`config.mk`:
```
export PLATFORM = sky130hd
export DESIGN_NAME = ffca_mem
export DESIGN_NICKNAME = d
export VERILOG_FILES = /design/src/ffca_mem.sv
export SDC_FILE = /design/constraint.sdc
export NUM_CORES = 2
export LEC_CHECK = 0
export BUFFER_PORTS_ARGS = -buffer_cell sky130_fd_sc_hd__buf_2
export CORE_MARGIN = 2
export CORE_UTILIZATION = 55
export CTS_BUF_LIST = sky130_fd_sc_hd__clkbuf_8
export CTS_CLUSTER_SIZE = 12
export DETAILED_ROUTE_END_ITERATION = 12
export HOLD_SLACK_MARGIN = 0.03
export PLACE_DENSITY = 0.82
export SYNTH_ARGS = -nofsm -noshare
export SYNTH_HDL_FRONTEND = slang
export SYNTH_SLANG_ARGS = --single-unit
```
`constraint.sdc`:
```
create_clock -name clk -period 19.3 [get_ports clk]
set_input_delay 1.93 -clock clk [delete_from_list [all_inputs] [get_ports clk]]
set_output_delay 1.93 -clock clk [all_outputs]
set_load 0.005 [all_outputs]
```
`src/ffca_mem.sv`:
```
// Free-list memory: one write port, one registered read port.
module ffca_mem #(
    parameter int DEPTH = 64,
    parameter int WIDTH = 64
) (
    input  logic                     clk,
    input  logic                     we,
    input  logic [$clog2(DEPTH)-1:0] waddr,
    input  logic [WIDTH-1:0]         wdata,
    input  logic [$clog2(DEPTH)-1:0] raddr,
    output logic [WIDTH-1:0]         rdata
);

    logic [WIDTH-1:0] mem [DEPTH];
    logic [WIDTH-1:0] rdata_reg;

    always_ff @(posedge clk)
    begin
        if (we)
        begin
            mem[waddr] <= wdata;
        end
        rdata_reg <= mem[raddr];
    end

    assign rdata = rdata_reg;

endmodule

```
==> impl_metrics.tcl <==
set metrics [dict create \
    r2r_setup_slack_ns 16.98 \
    cts_resized 0 \
    initial_utilization_pct 55.3 \
    worst-path-max-fanout 97 \
    cts-root-buf "clkbuf_8" \
    synth_commonest_cells "4096 x edfxtp_1, 1024 x mux4_2, 170 x buf_2" \
    fmax_mhz 172 \
    cts_max_level 6 \
    clock_path_buffers 4 \
    ys_async_sr_fraction_pct 0 \
    die_y_um 537 \
    hold_class "flop to flop" \
    antenna_found_initial 48 \
    grt_usage_pct 28.6 \
    end_kind "flop" \
    avgSynthCellArea_um2 23.7 \
    largest_register_ffs 4096 \
    min_from "mem[44][50]" \
    finalMaxSlewViolations 0 \
    start_kind "input port" \
    seq_area_frac_synth_pct 79.5 \
    synth_nets 6676 \
    regArea_um2 124000 \
    clk_latency_ns 1.10 \
    die_w_um 537 \
    rows 195 \
    post_cts_buffers 0 \
    r2r_end "rdata[14]" \
    synth_top_flop_cell "edfxtp_1" \
    rsz0062_at_grt "false" \
    whs_path_depth 4 \
    ctsHoldBuffers 0 \
    netlist.area_leader.share_pct 78.7 \
    cts.clk_slew.worst_paths_ns 0.06 \
    grt-ovfl-total 0 \
    fin_setup_tns_ns 0 \
    yosysMostFrequentCell "edfxtp_1" \
    slew_headroom_pct 6.11 \
    wl_per_cell_um 36.1 \
    synthAdderAreaFrac_pct 0 \
    cts_made_buffers 608 \
    synth-edff-count 4096 \
    ant_nets 0 \
    ir_drop_uv 98.0 \
    cts_tree "yes" \
    syn_to_final_growth_pct 10.8 \
    synth_top_family_by_area "multiplexers" \
    firstDrtPassIters 5 \
    yosys.area_share.simple_pct 1.24 \
    p_leak_uw 0.0546 \
    syn_area_um2 156000 \
    power_uw 17500 \
    worst_pin_slew_ns 1.40 \
    n_fill_cell 17600 \
    yosysTopAreaCell "edfxtp_1" \
    r2r-start "mem[13][14]" \
    vias_per_cell 6.88 \
    io_pins 142 \
    fin_crit_ns 5.80 \
    clock_sinks 4160 \
    die_area_um2 289000 \
    grt_pass1_vias 79400 \
    grt_max_degree 122 \
    maxCapViolCount 0 \
    post-route-period-util_pct 30.1 \
    critPathRequiredTime_ns 20.19 \
    drc 0 \
    yosysWarnings 0 \
    status "finished, final reports clean" \
    worstSetupPathType "input port to flop" \
    vias 78500 \
    hold_end "rdata[50]" \
    hold_viol_final 0 \
    routabilityCongestion 0.814 \
    wirelength_um 412000 \
    setup_violations 0 \
    synth-xor-area-share_pct 0 \
    drive_gt1_share_pct 29.0 \
    dr.first_iter.drc_count 13400 \
    post_synth_num_cell_types 33 \
    grt_pass1_wl_um 578000 \
    reg2reg_depth 5 \
    yosys-top-cells-area "edfxtp_1 79%, mux4_2 15%, mux2i_1 0.86%" \
    dpl.hpwl_um 215000 \
    synth_compound_area_share_pct 2.48 \
    synth_mux_area_share_pct 15.6 \
    cp.arrival_ns 6.70 \
    powerDensity_nw_per_um2 101 \
    final_nets 7244 \
    fin_worst_skew_ns 0.0807 \
    io_buffers 141 \
    synthCells 6598 \
    multi_input_area_um2 30800 \
    core_um2 283000 \
    synth-seq-cells 4160 \
]
-- cells in the final DEF (no fill, tap or decap), types with 9 or more instances in the layout --
cell,count
inv_6,10
dfxtp_1,64
nor2_1,47
a31oi_1,18
or3_1,29
nand2_1,56
clkbuf_8,635
inv_8,10
nand2b_1,9
diode_2,28
clkinvlp_4,18
and3_1,64
buf_2,138
inv_1,209
buf_12,9
clkinv_1,138
o221ai_1,38
mux2i_1,135
a2bb2oi_1,19
nor2b_1,24
a22o_1,88
bufinv_16,17
buf_4,179
clkinv_2,57
o22ai_1,83
edfxtp_1,4096
mux4_2,1024
or2_2,28
nand3_1,45
a22oi_1,168
a41oi_1,26
a211oi_1,63
nor2_4,64
-- worst max-delay path, stage by stage --
cell      delay, ns
buf_12         0.52
buf_4          0.81
buf_4          0.74
buf_4          0.96
mux4_2         0.63
mux2i_1        0.19
nand2_1        0.10
a31oi_1        0.43
a211oi_1       0.11
-- report_power, final --
group,leakage (uW),internal [uW],switching (uW)
logic,0.0108,303,509
registers,0.0374,10000,49.0
clock network,0.00640,3290,3300
-- routing by layer --
| layer | GRT usage, % | vias to the layer above | part of all wire, % |
|---|---|---|---|
| li1 | - | 29700 | - |
| met1 | 36.6 | 40100 | 31 |
| met2 | 45.2 | 7297 | 48 |
| met3 | 7.27 | 1427 | 15 |
| met4 | 15.9 | 16 | 6.3 |
| met5 | 0 | - | 0.024 |
-- cell families after synthesis --
family                 count (synthesis)
muxes                               1159
DFF                                 4160
buffers and inverters                389
and+or+nand+nor                      386
AOI/OAI and AO/OA                    504
-- worst max path at each step --
stage               startpoint          to
finish                raddr[0]   rdata[33]
global route          raddr[0]   rdata[33]
CTS                   raddr[0]   rdata[33]
detailed placement    raddr[0]   rdata[33]
global placement      raddr[0]   rdata[33]
floorplan             waddr[3]  mem[48][0]
-- area by class of cell --
type	instances	share of cell area, %
inverter	19	0.0412
clock buffer	635	5.04
sequential	4160	71.7
clock inverter	446	1.41
tap	3743	2.70
timing repair buffer	328	1.30
multi-input combinational	2049	17.8
antenna	28	0.0404
-- metrics by stage --
| stage | util, % | worst slack [ns] | instance area, um^2 | instances | hold WS, ns |
|---|---|---|---|---|---|
| after floorplan | - | 11.93 | 156000 | 6598 | 0.788 |
| after global placement | 57.3 | 12.37 | 162000 | 10300 | 0.819 |
| after detailed placement | 57.4 | 12.42 | 162000 | 10300 | 0.867 |
| after CTS | 61.3 | 13.50 | 173000 | 11400 | 0.879 |
| after global routing | 61.3 | 13.14 | 173000 | 11400 | 0.908 |
| final | 61.3 | 13.50 | 173000 | 11400 | 0.870 |
Power figures use the tool's default switching activity.
