`src/ffca_pkg.sv`:
```
// Shared types and codes for the first-fit coalescing allocator.
package ffca_pkg;

    localparam logic ACT_ALLOC = 1'b0;
    localparam logic ACT_FREE  = 1'b1;

    localparam logic [1:0] ST_OK    = 2'd0;
    localparam logic [1:0] ST_INVAL = 2'd1;
    localparam logic [1:0] ST_NOMEM = 2'd2;
    localparam logic [1:0] ST_FULL  = 2'd3;

    localparam logic REG_REGION_SIZE = 1'b0;
    localparam logic REG_ALIGN_LOG2  = 1'b1;

    typedef struct packed {
        logic        action;
        logic [31:0] req_offset;
        logic [31:0] req_size;
    } req_t;

    typedef struct packed {
        logic [31:0] alloc_offset;
        logic [1:0]  status;
    } rsp_t;

    typedef struct packed {
        logic [31:0] region_size;
        logic [4:0]  align_log2;
        logic        reinit;
    } cfg_t;

    typedef enum logic [7:0] {
        S_IDLE = 8'b0000_0001,
        S_SCAN = 8'b0000_0010,
        S_SHDN = 8'b0000_0100,
        S_SHUP = 8'b0000_1000,
        S_MRG1 = 8'b0001_0000,
        S_MRG2 = 8'b0010_0000,
        S_PUT  = 8'b0100_0000,
        S_DONE = 8'b1000_0000
    } state_t;

endpackage

```
`src/ffca_cfg.sv`:
```
// Configuration registers behind the APB-style port.
module ffca_cfg #(
    parameter int ADDR_BITS = 32
) (
    input  logic          clk,
    input  logic          rst_n,
    input  logic          psel,
    input  logic          penable,
    input  logic          pwrite,
    input  logic [2:0]    paddr,
    input  logic [31:0]   pwdata,
    output logic [31:0]   prdata,
    output logic          pready,
    output ffca_pkg::cfg_t cfg
);

    localparam logic [31:0] LIM = (ADDR_BITS >= 32) ? 32'hFFFF_FFFF :
                                  32'((64'd1 << ADDR_BITS) - 64'd1);

    logic [31:0] region_reg;
    logic [31:0] region_next;
    logic [4:0]  align_reg;
    logic [4:0]  align_next;
    logic        wr;

    assign wr = psel && penable && pwrite;

    always_comb
    begin
        region_next = region_reg;
        align_next  = align_reg;
        if (wr && paddr[2] == ffca_pkg::REG_REGION_SIZE)
        begin
            region_next = (pwdata > LIM) ? LIM : pwdata;
        end
        if (wr && paddr[2] == ffca_pkg::REG_ALIGN_LOG2)
        begin
            align_next = pwdata[4:0];
        end
    end

    always_ff @(posedge clk or negedge rst_n)
    begin
        if (!rst_n)
        begin
            region_reg <= (32'd16777216 > LIM) ? LIM : 32'd16777216;
            align_reg  <= 5'd12;
        end
        else
        begin
            region_reg <= region_next;
            align_reg  <= align_next;
        end
    end

    assign prdata = (paddr[2] == ffca_pkg::REG_REGION_SIZE) ? region_reg :
                    {27'd0, align_reg};
    assign pready = 1'b1;

    assign cfg.region_size = region_reg;
    assign cfg.align_log2  = align_reg;
    assign cfg.reinit      = wr && paddr[2] == ffca_pkg::REG_REGION_SIZE;

endmodule

```
`config.mk`:
```
export PLATFORM = sky130hd
export DESIGN_NAME = ffca_cfg
export DESIGN_NICKNAME = d
export VERILOG_FILES = /design/src/ffca_pkg.sv /design/src/ffca_cfg.sv
export SDC_FILE = /design/constraint.sdc
export NUM_CORES = 1
export LEC_CHECK = 0
export BUFFER_PORTS_ARGS = -buffer_cell sky130_fd_sc_hd__buf_2
export CORE_AREA = 3 3 91 58
export DETAILED_ROUTE_END_ITERATION = 16
export DIE_AREA = 0 0 94 61
export PLACE_DENSITY = 0.77
export SKIP_LAST_GASP = 1
export SLEW_MARGIN = 15
export SYNTH_ARGS = -nofsm -noshare
export SYNTH_HDL_FRONTEND = slang
export SYNTH_SLANG_ARGS = --single-unit
```
`constraint.sdc`:
```
create_clock -name clk -period 2.7 [get_ports clk]
set_input_delay 0.675 -clock clk [delete_from_list [all_inputs] [get_ports clk]]
set_output_delay 0.675 -clock clk [all_outputs]
set_load 0.01 [all_outputs]
```
==> results_dict.tcl, run 1 <==
set metrics [dict create \
    yosys_warnings 0 \
    hold_viol 0 \
    start_util 0.395 \
    worstSetupPathType "in -> out" \
    synth.area.top_cells "dfrtp_1 (48%), mux2_4 (24%), nor2b_1 (9.5%)" \
    grtUsageMet2 0.220 \
    postSynthCellCount 118 \
    cap_violations 0 \
    min_period_over_period 0.782 \
    fin_area_um2 2440 \
    cts_sinks 37 \
    die_w_um 94 \
    wl_per_cell_um 13.9 \
    ys_ff_latch 37 \
    ys_seq_area_frac 0.521 \
    io_buffers 107 \
    use_met1 0.195 \
    finalSetupTns_ns 0 \
    drc 0 \
    layout-drive-gt1-share 0.715 \
    timing.slew.headroom 0.469 \
    nets 267 \
    rsz0062_at_grt "false" \
    root_buffer "clkbuf_8" \
    hold_buffers 0 \
    grt_util_met3 0.0520 \
    slowest_stage "buf_4" \
    areaGrowthSynthToFinish_pct 36.7 \
    antenna_found_initial 0 \
    place_inst 283 \
    grt_pass1_vias 1231 \
    setup_viol 0 \
    seqCellArea_um2 930 \
    grt_pass1_wl_um 6130 \
    fp.coreArea_um2 4520 \
    p_leak_uw 0.00137 \
    setup.worst_path.start_class "primary input" \
    cp_cell_sequence "buf_2 > buf_4 > nor2b_1 > buf_2" \
    fin_crit_ns 2.11 \
    slowest_delay_ns 0.32 \
    die_h_um 61 \
    synth_nets 158 \
    routed_via_density 4.48 \
    synth_top_area_frac 0.477 \
    multiInputGateArea_um2 785 \
    cts_setup_buffers 0 \
    place_area_um2 2350 \
    grt_start_max_net_pins 38 \
    ctsResizeCount 0 \
    fin_worst_skew_ns 0 \
    crit_fanout 26 \
    htreeDepth 2 \
    syn-cell-area_um2 1780 \
    worst_pin_slew_ns 0.797 \
    fmax_mhz 474 \
    avgSynthCellArea_um2 15.1 \
    antenna_cells 0 \
    via_count 1304 \
    grt.total_usage 0.141 \
    busiest_layer "met2" \
    wirelength_um 4040 \
    largest_reg_flops 32 \
    slew_viol_final 0 \
    cts.path.max_buffers 2 \
    rows 19 \
    final_cells 291 \
    outcome "finished clean" \
    dp_hpwl_um 3080 \
    cp.required_ns 2.03 \
    final_common_cell "buf_2" \
    drtPass1Iterations 2 \
    clk_pin_slew_ns 0.07 \
    fillers 418 \
    path_common_cell "buf_2" \
    die_area_um2 5730 \
    pwr_density_cell_nw_per_um2 710 \
    drt_iter0_drc 13 \
    clk_latency_ns 0.27 \
    cts_tree "done" \
    pin_count 111 \
    cp.arrival_ns 1.44 \
    cts_buffers 5 \
    grt-ovfl-total 0 \
    gp_congestion 0.694 \
    hold_path.class "in -> async" \
    vdd_drop_max_v 0.000311 \
    synth_top_area_cell "dfrtp_1" \
    worst_setup_path_end_kind "output port" \
    ant_nets 0 \
    yosysUniqueCellTypes 13 \
    final_cell_mix "buf_2 (107), dfrtp_1 (34), mux2_4 (29), nor2b_1 (27), mux2_2 (13)" \
]
[cell families (layout without fill, tap and decap cells)]
family	Yosys count	count (layout)	synth area share
mux	42	42	0.326
flops	37	37	0.521
simple gates	29	29	0.112
buf+inv	9	119	0.0386
other cells	1	1	0.00210
[final timing paths]
path / startpoint / end / slack (ns) / cells past startpoint
setup / recovery: paddr[2] / prdata[21] / 0.59 / 4
hold / removal: rst_n / region_reg[27] / 0.48 / 1
setup reg to reg: region_reg[18] / region_reg[18] / 1.91 / 1
hold reg to reg: align_reg[4] / align_reg[4] / 0.53 / 1
max in group asynchronous: rst_n / region_reg[2] / 1.72 / 1
min in group clk: align_reg[4] / align_reg[4] / 0.53 / 1
[routing by layer]
layer	vias to the layer above	wire (µm)
met5	-	0
met4	0	0
met3	0	385
met2	68	1780
met1	626	1870
li1	610	-
[stage by stage]
stage	setup slack, ns	util	power (µW)	hold slack [ns]
3_5_place_dp	0.563	0.521	1390	0.509
5_1_grt	0.512	0.540	1840	0.550
2_1_floorplan	0.709	-	1120	0.379
4_1_cts	0.565	0.540	1750	0.509
3_3_place_gp	0.580	0.521	1370	0.506
6_report	0.589	0.540	1730	0.481
[final cells by class]
class | instances | share of cell area
Clock inverter | 2 | 0.00411
Timing Repair Buffer | 110 | 0.229
Inverter | 1 | 0.00154
Multi-Input combinational cell | 72 | 0.322
Sequential cell | 37 | 0.381
Tap cell | 63 | 0.0323
Clock buffer | 6 | 0.0298
[cell usage after synthesis]
library cell  instances
dfrtp_1              34
mux2_4               29
nor2b_1              27
mux2_2               13
buf_6                 4
dfstp_2               3
clkbuf_1              2
buf_2                 1
buf_4                 1
conb_1                1
inv_1                 1
nand4_1               1
nand4b_4              1
[worst max-delay path: cells and delay by family]
kind | cells | cell delay [ns]
buf+inv | 3 | 0.67
simple gates | 1 | 0.09
[power breakdown]
part	internal, µW	switching, µW	leakage [µW]
clock network	179	182	0.0000450
logic	342	250	0.000890
registers	685	92.4	0.000440
(Power assumes the default switching activity.)
==> run 2, diff against run 1 <==
ABC_AREA = 1   (was not set)
CORE_AREA = 3 3 93 60   (was 3 3 91 58)
DIE_AREA = 0 0 96 63   (was 0 0 94 61)
PLACE_DENSITY = 0.76   (was 0.77)
clock period = 1.7 ns   (was 2.7 ns; I/O delays follow)
==> results_dict.tcl, run 2 <==
set metrics [dict create \
    outcome "finished clean" \
    grt_pass1_wl_um 8100 \
    holdWs_ns 0.0832 \
    cts.path.max_buffers 2 \
    final_cell_mix "buf_2 (107), nand2_1 (90), nand3_1 (37), dfrtp_1 (34), inv_1 (30)" \
    cts_buffers 5 \
    synth_nets 280 \
    largest_reg_flops 32 \
    hold_path.class "in -> async" \
    areaGrowthSynthToFinish_pct 39.2 \
    clk_pin_slew_ns 0.07 \
    antenna_cells 0 \
    clk_latency_ns 0.28 \
    via_count 1821 \
    setup_viol 0 \
    gp_congestion 0.727 \
    ys_ff_latch 37 \
    pwr_density_cell_nw_per_um2 1010 \
    synth_most_common_cell "nand2_1" \
    pin_count 111 \
    die_h_um 63 \
    hold_viol 0 \
    grt_start_max_net_pins 38 \
    cts_sinks 37 \
    synth.area.top_cells "dfrtp_1 (48%), nand2_1 (19%), nand3_1 (10%)" \
    wl_per_cell_um 11.6 \
    slowest_stage "dfstp_2" \
    nets 387 \
    fp.coreArea_um2 4880 \
    yosysUniqueCellTypes 13 \
    wirelength_um 4810 \
    synthFlopType "dfrtp_1" \
    grt_pass1_vias 1711 \
    yosys_warnings 0 \
    worst_setup_path_end_kind "output port" \
    fin_area_um2 2490 \
    cp.arrival_ns 1.07 \
    cp_num_buf_inv 1 \
    p_leak_uw 0.00156 \
    crit_family "flip-flops" \
    place_area_um2 2410 \
    ctsResizeCount 0 \
    postSynthCellCount 240 \
    comb_power_share 0.301 \
    synth_top_area_cell "dfrtp_1" \
    htreeDepth 2 \
    antenna_found_initial 0 \
    grt.total_usage 0.171 \
    clkPwrFrac 0.227 \
    grt-ovfl-total 0 \
    rows 20 \
    slowest_delay_ns 0.55 \
    cap_violations 0 \
    fin_worst_skew_ns 0 \
    die_area_um2 6050 \
    dp_hpwl_um 3600 \
    netlist_top_cells_count "nand2_1 (90), nand3_1 (37), dfrtp_1 (34)" \
    root_buffer "clkbuf_8" \
    syn-cell-area_um2 1790 \
    setup.worst_path.start_class "flop" \
    slew_viol_final 0 \
    hold_buffers 0 \
    cts_setup_buffers 0 \
    synth_top_area_frac 0.476 \
    ys_seq_area_frac 0.520 \
    cts_tree "done" \
    layout-drive-gt1-share 0.359 \
    sw_frac_of_total 0.336 \
    synth_edf_count 0 \
    intPower_uw 1670 \
    drt_iter0_drc 72 \
    async_reset_ff_frac 1.00 \
    start_util 0.367 \
    p_switching_uw 844 \
    rsz0062_at_grt "false" \
    io_buffers 107 \
    fmax_mhz 668 \
    ant_nets 0 \
    worstSetupPathType "reg -> out" \
    drtPass1Iterations 4 \
    power_frac_seq 0.472 \
    drc 0 \
    path_common_cell "nand2_1" \
    finalSetupTns_ns 0 \
    fin_crit_ns 1.50 \
    avgSynthCellArea_um2 7.46 \
    cp_cell_sequence "nand2_1 > nand2_1 > buf_2" \
    routed_via_density 4.40 \
    min_period_over_period 0.881 \
    final_common_cell "buf_2" \
    die_w_um 96 \
    cp.required_ns 1.27 \
    vdd_drop_max_v 0.000450 \
    crit_fanout 3 \
]
[run 2: logic make-up after synthesis]
group,Yosys count,synth area share
and+or+nand+nor,157,0.362
other,1,0.00210
buffers and inverters,45,0.116
DFF,37,0.520
[run 2: cell type report]
class                           instances  area [µm²]
Clock inverter                          1        5.00
Sequential cell                        37         930
Tap cell                               66        82.6
Fill cell                             517        2390
Timing Repair Buffer                  115         633
Clock buffer                            7        76.3
Inverter                               30         113
Multi-Input combinational cell        158         652
[run 2: worst paths after layout]
check                                     from             end  slack (ns)  cells past startpoint
worst max-delay path              align_reg[3]       prdata[3]        0.20                      3
worst min-delay path                     rst_n  region_reg[18]        0.08                      1
worst max register to register    align_reg[3]    align_reg[3]        0.97                      2
worst min register to register  region_reg[24]  region_reg[24]        0.47                      2
max in group asynchronous                rst_n    align_reg[2]        1.08                      2
min in group clk                    pwdata[24]  region_reg[24]        0.36                      3
[run 2: power groups by stage]
stage	combinational, µW	sequential, µW	clock, µW
after global placement	756	1200	0
after floorplan	314	1270	0
final	756	1190	570
after detailed placement	773	1200	0
after CTS	772	1190	598
after global routing	869	1210	643
[run 2: layer usage]
metal | track usage | routed length (µm)
met1 | 0.226 | 2200
met2 | 0.276 | 2100
met3 | 0.0554 | 494
met4 | 0.0319 | 16
met5 | 0 | 0
[run 2: through the flow]
step / std cells / total power (µW) / util / setup slack (ns)
after floorplan: 240 / 1580 / - / 0.301
after global placement: 406 / 1950 / 0.494 / 0.225
after detailed placement: 406 / 1970 / 0.494 / 0.215
after CTS: 414 / 2560 / 0.511 / 0.185
after global routing: 414 / 2730 / 0.511 / 0.136
final: 414 / 2510 / 0.511 / 0.203
==> run 3, diff against run 2 <==
CELL_PAD_IN_SITES_DETAIL_PLACEMENT = 1   (was not set)
CELL_PAD_IN_SITES_GLOBAL_PLACEMENT = 1   (was not set)
CORE_AREA = 3 3 112 71   (was 3 3 93 60)
DIE_AREA = 0 0 115 74   (was 0 0 96 63)
MAX_ROUTING_LAYER = met4   (was not set)
PLACE_DENSITY = 0.78   (was 0.76)
==> results_dict.tcl, run 3 (same netlist as run 2, synthesis figures left out) <==
set metrics [dict create \
    seqCellArea_um2 930 \
    min_period_over_period 0.896 \
    hold_viol 0 \
    nets 389 \
    final_cell_mix "buf_2 (107), nand2_1 (90), nand3_1 (37), dfrtp_1 (34), inv_1 (30)" \
    p_leak_uw 0.00159 \
    vdd_drop_max_v 0.000386 \
    antenna_found_initial 0 \
    fin_worst_skew_ns 0 \
    routed_via_density 4.32 \
    rows 24 \
    crit_fanout 23 \
    cap_violations 0 \
    cts_tree "done" \
    wl_per_cell_um 13.4 \
    hold_path.class "in -> async" \
    grt_pass1_vias 1910 \
    drtPass1Iterations 4 \
    htreeDepth 2 \
    grt-ovfl-total 0 \
    fmax_mhz 657 \
    drt_iter0_drc 76 \
    grt_pass1_wl_um 9620 \
    wirelength_um 5920 \
    die_area_um2 8510 \
    layout-drive-gt1-share 0.360 \
    cts.path.max_buffers 2 \
    via_count 1907 \
    root_buffer "clkbuf_16" \
    rsz0062_at_grt "false" \
    cp.required_ns 1.27 \
    hold_buffers 0 \
    finalSetupTns_ns 0 \
    antenna_cells 0 \
    gp_congestion 0.772 \
    worst_setup_path_end_kind "output port" \
    cts_buffers 5 \
    worstSetupPathType "in -> out" \
    cp.arrival_ns 1.10 \
    clk_pin_slew_ns 0.05 \
    fillers 922 \
    ant_nets 0 \
    setup_viol 0 \
    die_h_um 74 \
    fin_area_um2 2580 \
    clk_latency_ns 0.27 \
    fin_util 0.364 \
    final_common_cell "buf_2" \
    fin_crit_ns 1.52 \
    slew_viol_final 0 \
    pin_count 111 \
    largest_reg_flops 32 \
    start_util 0.252 \
    pwr_density_cell_nw_per_um2 1100 \
    place_area_um2 2440 \
    grt.total_usage 0.150 \
    io_buffers 107 \
    cts_setup_buffers 0 \
    grt_start_max_net_pins 33 \
    ctsResizeCount 0 \
    multiInputGateArea_um2 652 \
    dp_hpwl_um 4480 \
    die_w_um 115 \
    cts_sinks 37 \
    setup.worst_path.start_class "primary input" \
    outcome "finished clean" \
    areaGrowthSynthToFinish_pct 44.2 \
    fp.coreArea_um2 7090 \
    drc 0 \
]
==> run 3: cell count changes in the layout (fill, tap and decap cells not counted) <==
cell | before | now
clkbuf_1 | 2 | 3
clkbuf_16 | 0 | 5
clkbuf_8 | 5 | 0
clkinv_2 | 1 | 0
buf_12 | 3 | 2
buf_4 | 5 | 8
==> run 3: area by class of cell <==
cell class                      count  area share
Inverter                           30      0.0436
Tap cell                           91      0.0441
Multi-Input combinational cell    158       0.253
Sequential cell                    37       0.360
Clock buffer                        8      0.0529
Timing Repair Buffer              117       0.246
==> run 3: final timing paths <==
kind / endpoint / slack [ns] / startpoint / depth (start not counted)
worst max register to register: region_reg[24] / 0.99 / region_reg[24] / 2
worst max-delay path: prdata[1] / 0.18 / paddr[2] / 5
min in group clk: region_reg[24] / 0.37 / pwdata[24] / 3
max in group asynchronous: align_reg[2] / 1.05 / rst_n / 2
worst min register to register: align_reg[3] / 0.47 / align_reg[3] / 2
worst min-delay path: region_reg[20] / 0.1 / rst_n / 1
==> run 3: critical path: stages <==
cell	delay (ns)
buf_2	0.11
buf_4	0.28
nand2_1	0.08
nand2_1	0.07
buf_2	0.12
==> run 3: per-stage QoR <==
step	total power (µW)	hold slack, ns	cells	worst slack, ns
4_1_cts	2900	0.107	441	0.152
2_1_floorplan	1580	0.129	240	0.301
5_1_grt	3050	0.127	441	0.0934
3_5_place_dp	2000	0.403	433	0.152
3_3_place_gp	1970	0.401	433	0.164
6_report	2830	0.0999	441	0.177
==> run 3: layer usage <==
metal / part of all wire / GRT usage / vias up
met5: 0 / - / -
met4: 0.0046 / 0.0273 / 0
met3: 0.076 / 0.0431 / 4
met2: 0.46 / 0.246 / 71
met1: 0.46 / 0.187 / 896
li1: - / - / 936
==> run 3: where the power goes <==
group | switching [µW] | total [µW] | leakage [µW] | internal, µW
Combinational | 451 | 775 | 0.00107 | 324
Clock | 322 | 866 | 0.0000652 | 545
Sequential | 135 | 1190 | 0.000459 | 1060
Total | 908 | 2830 | 0.00159 | 1930
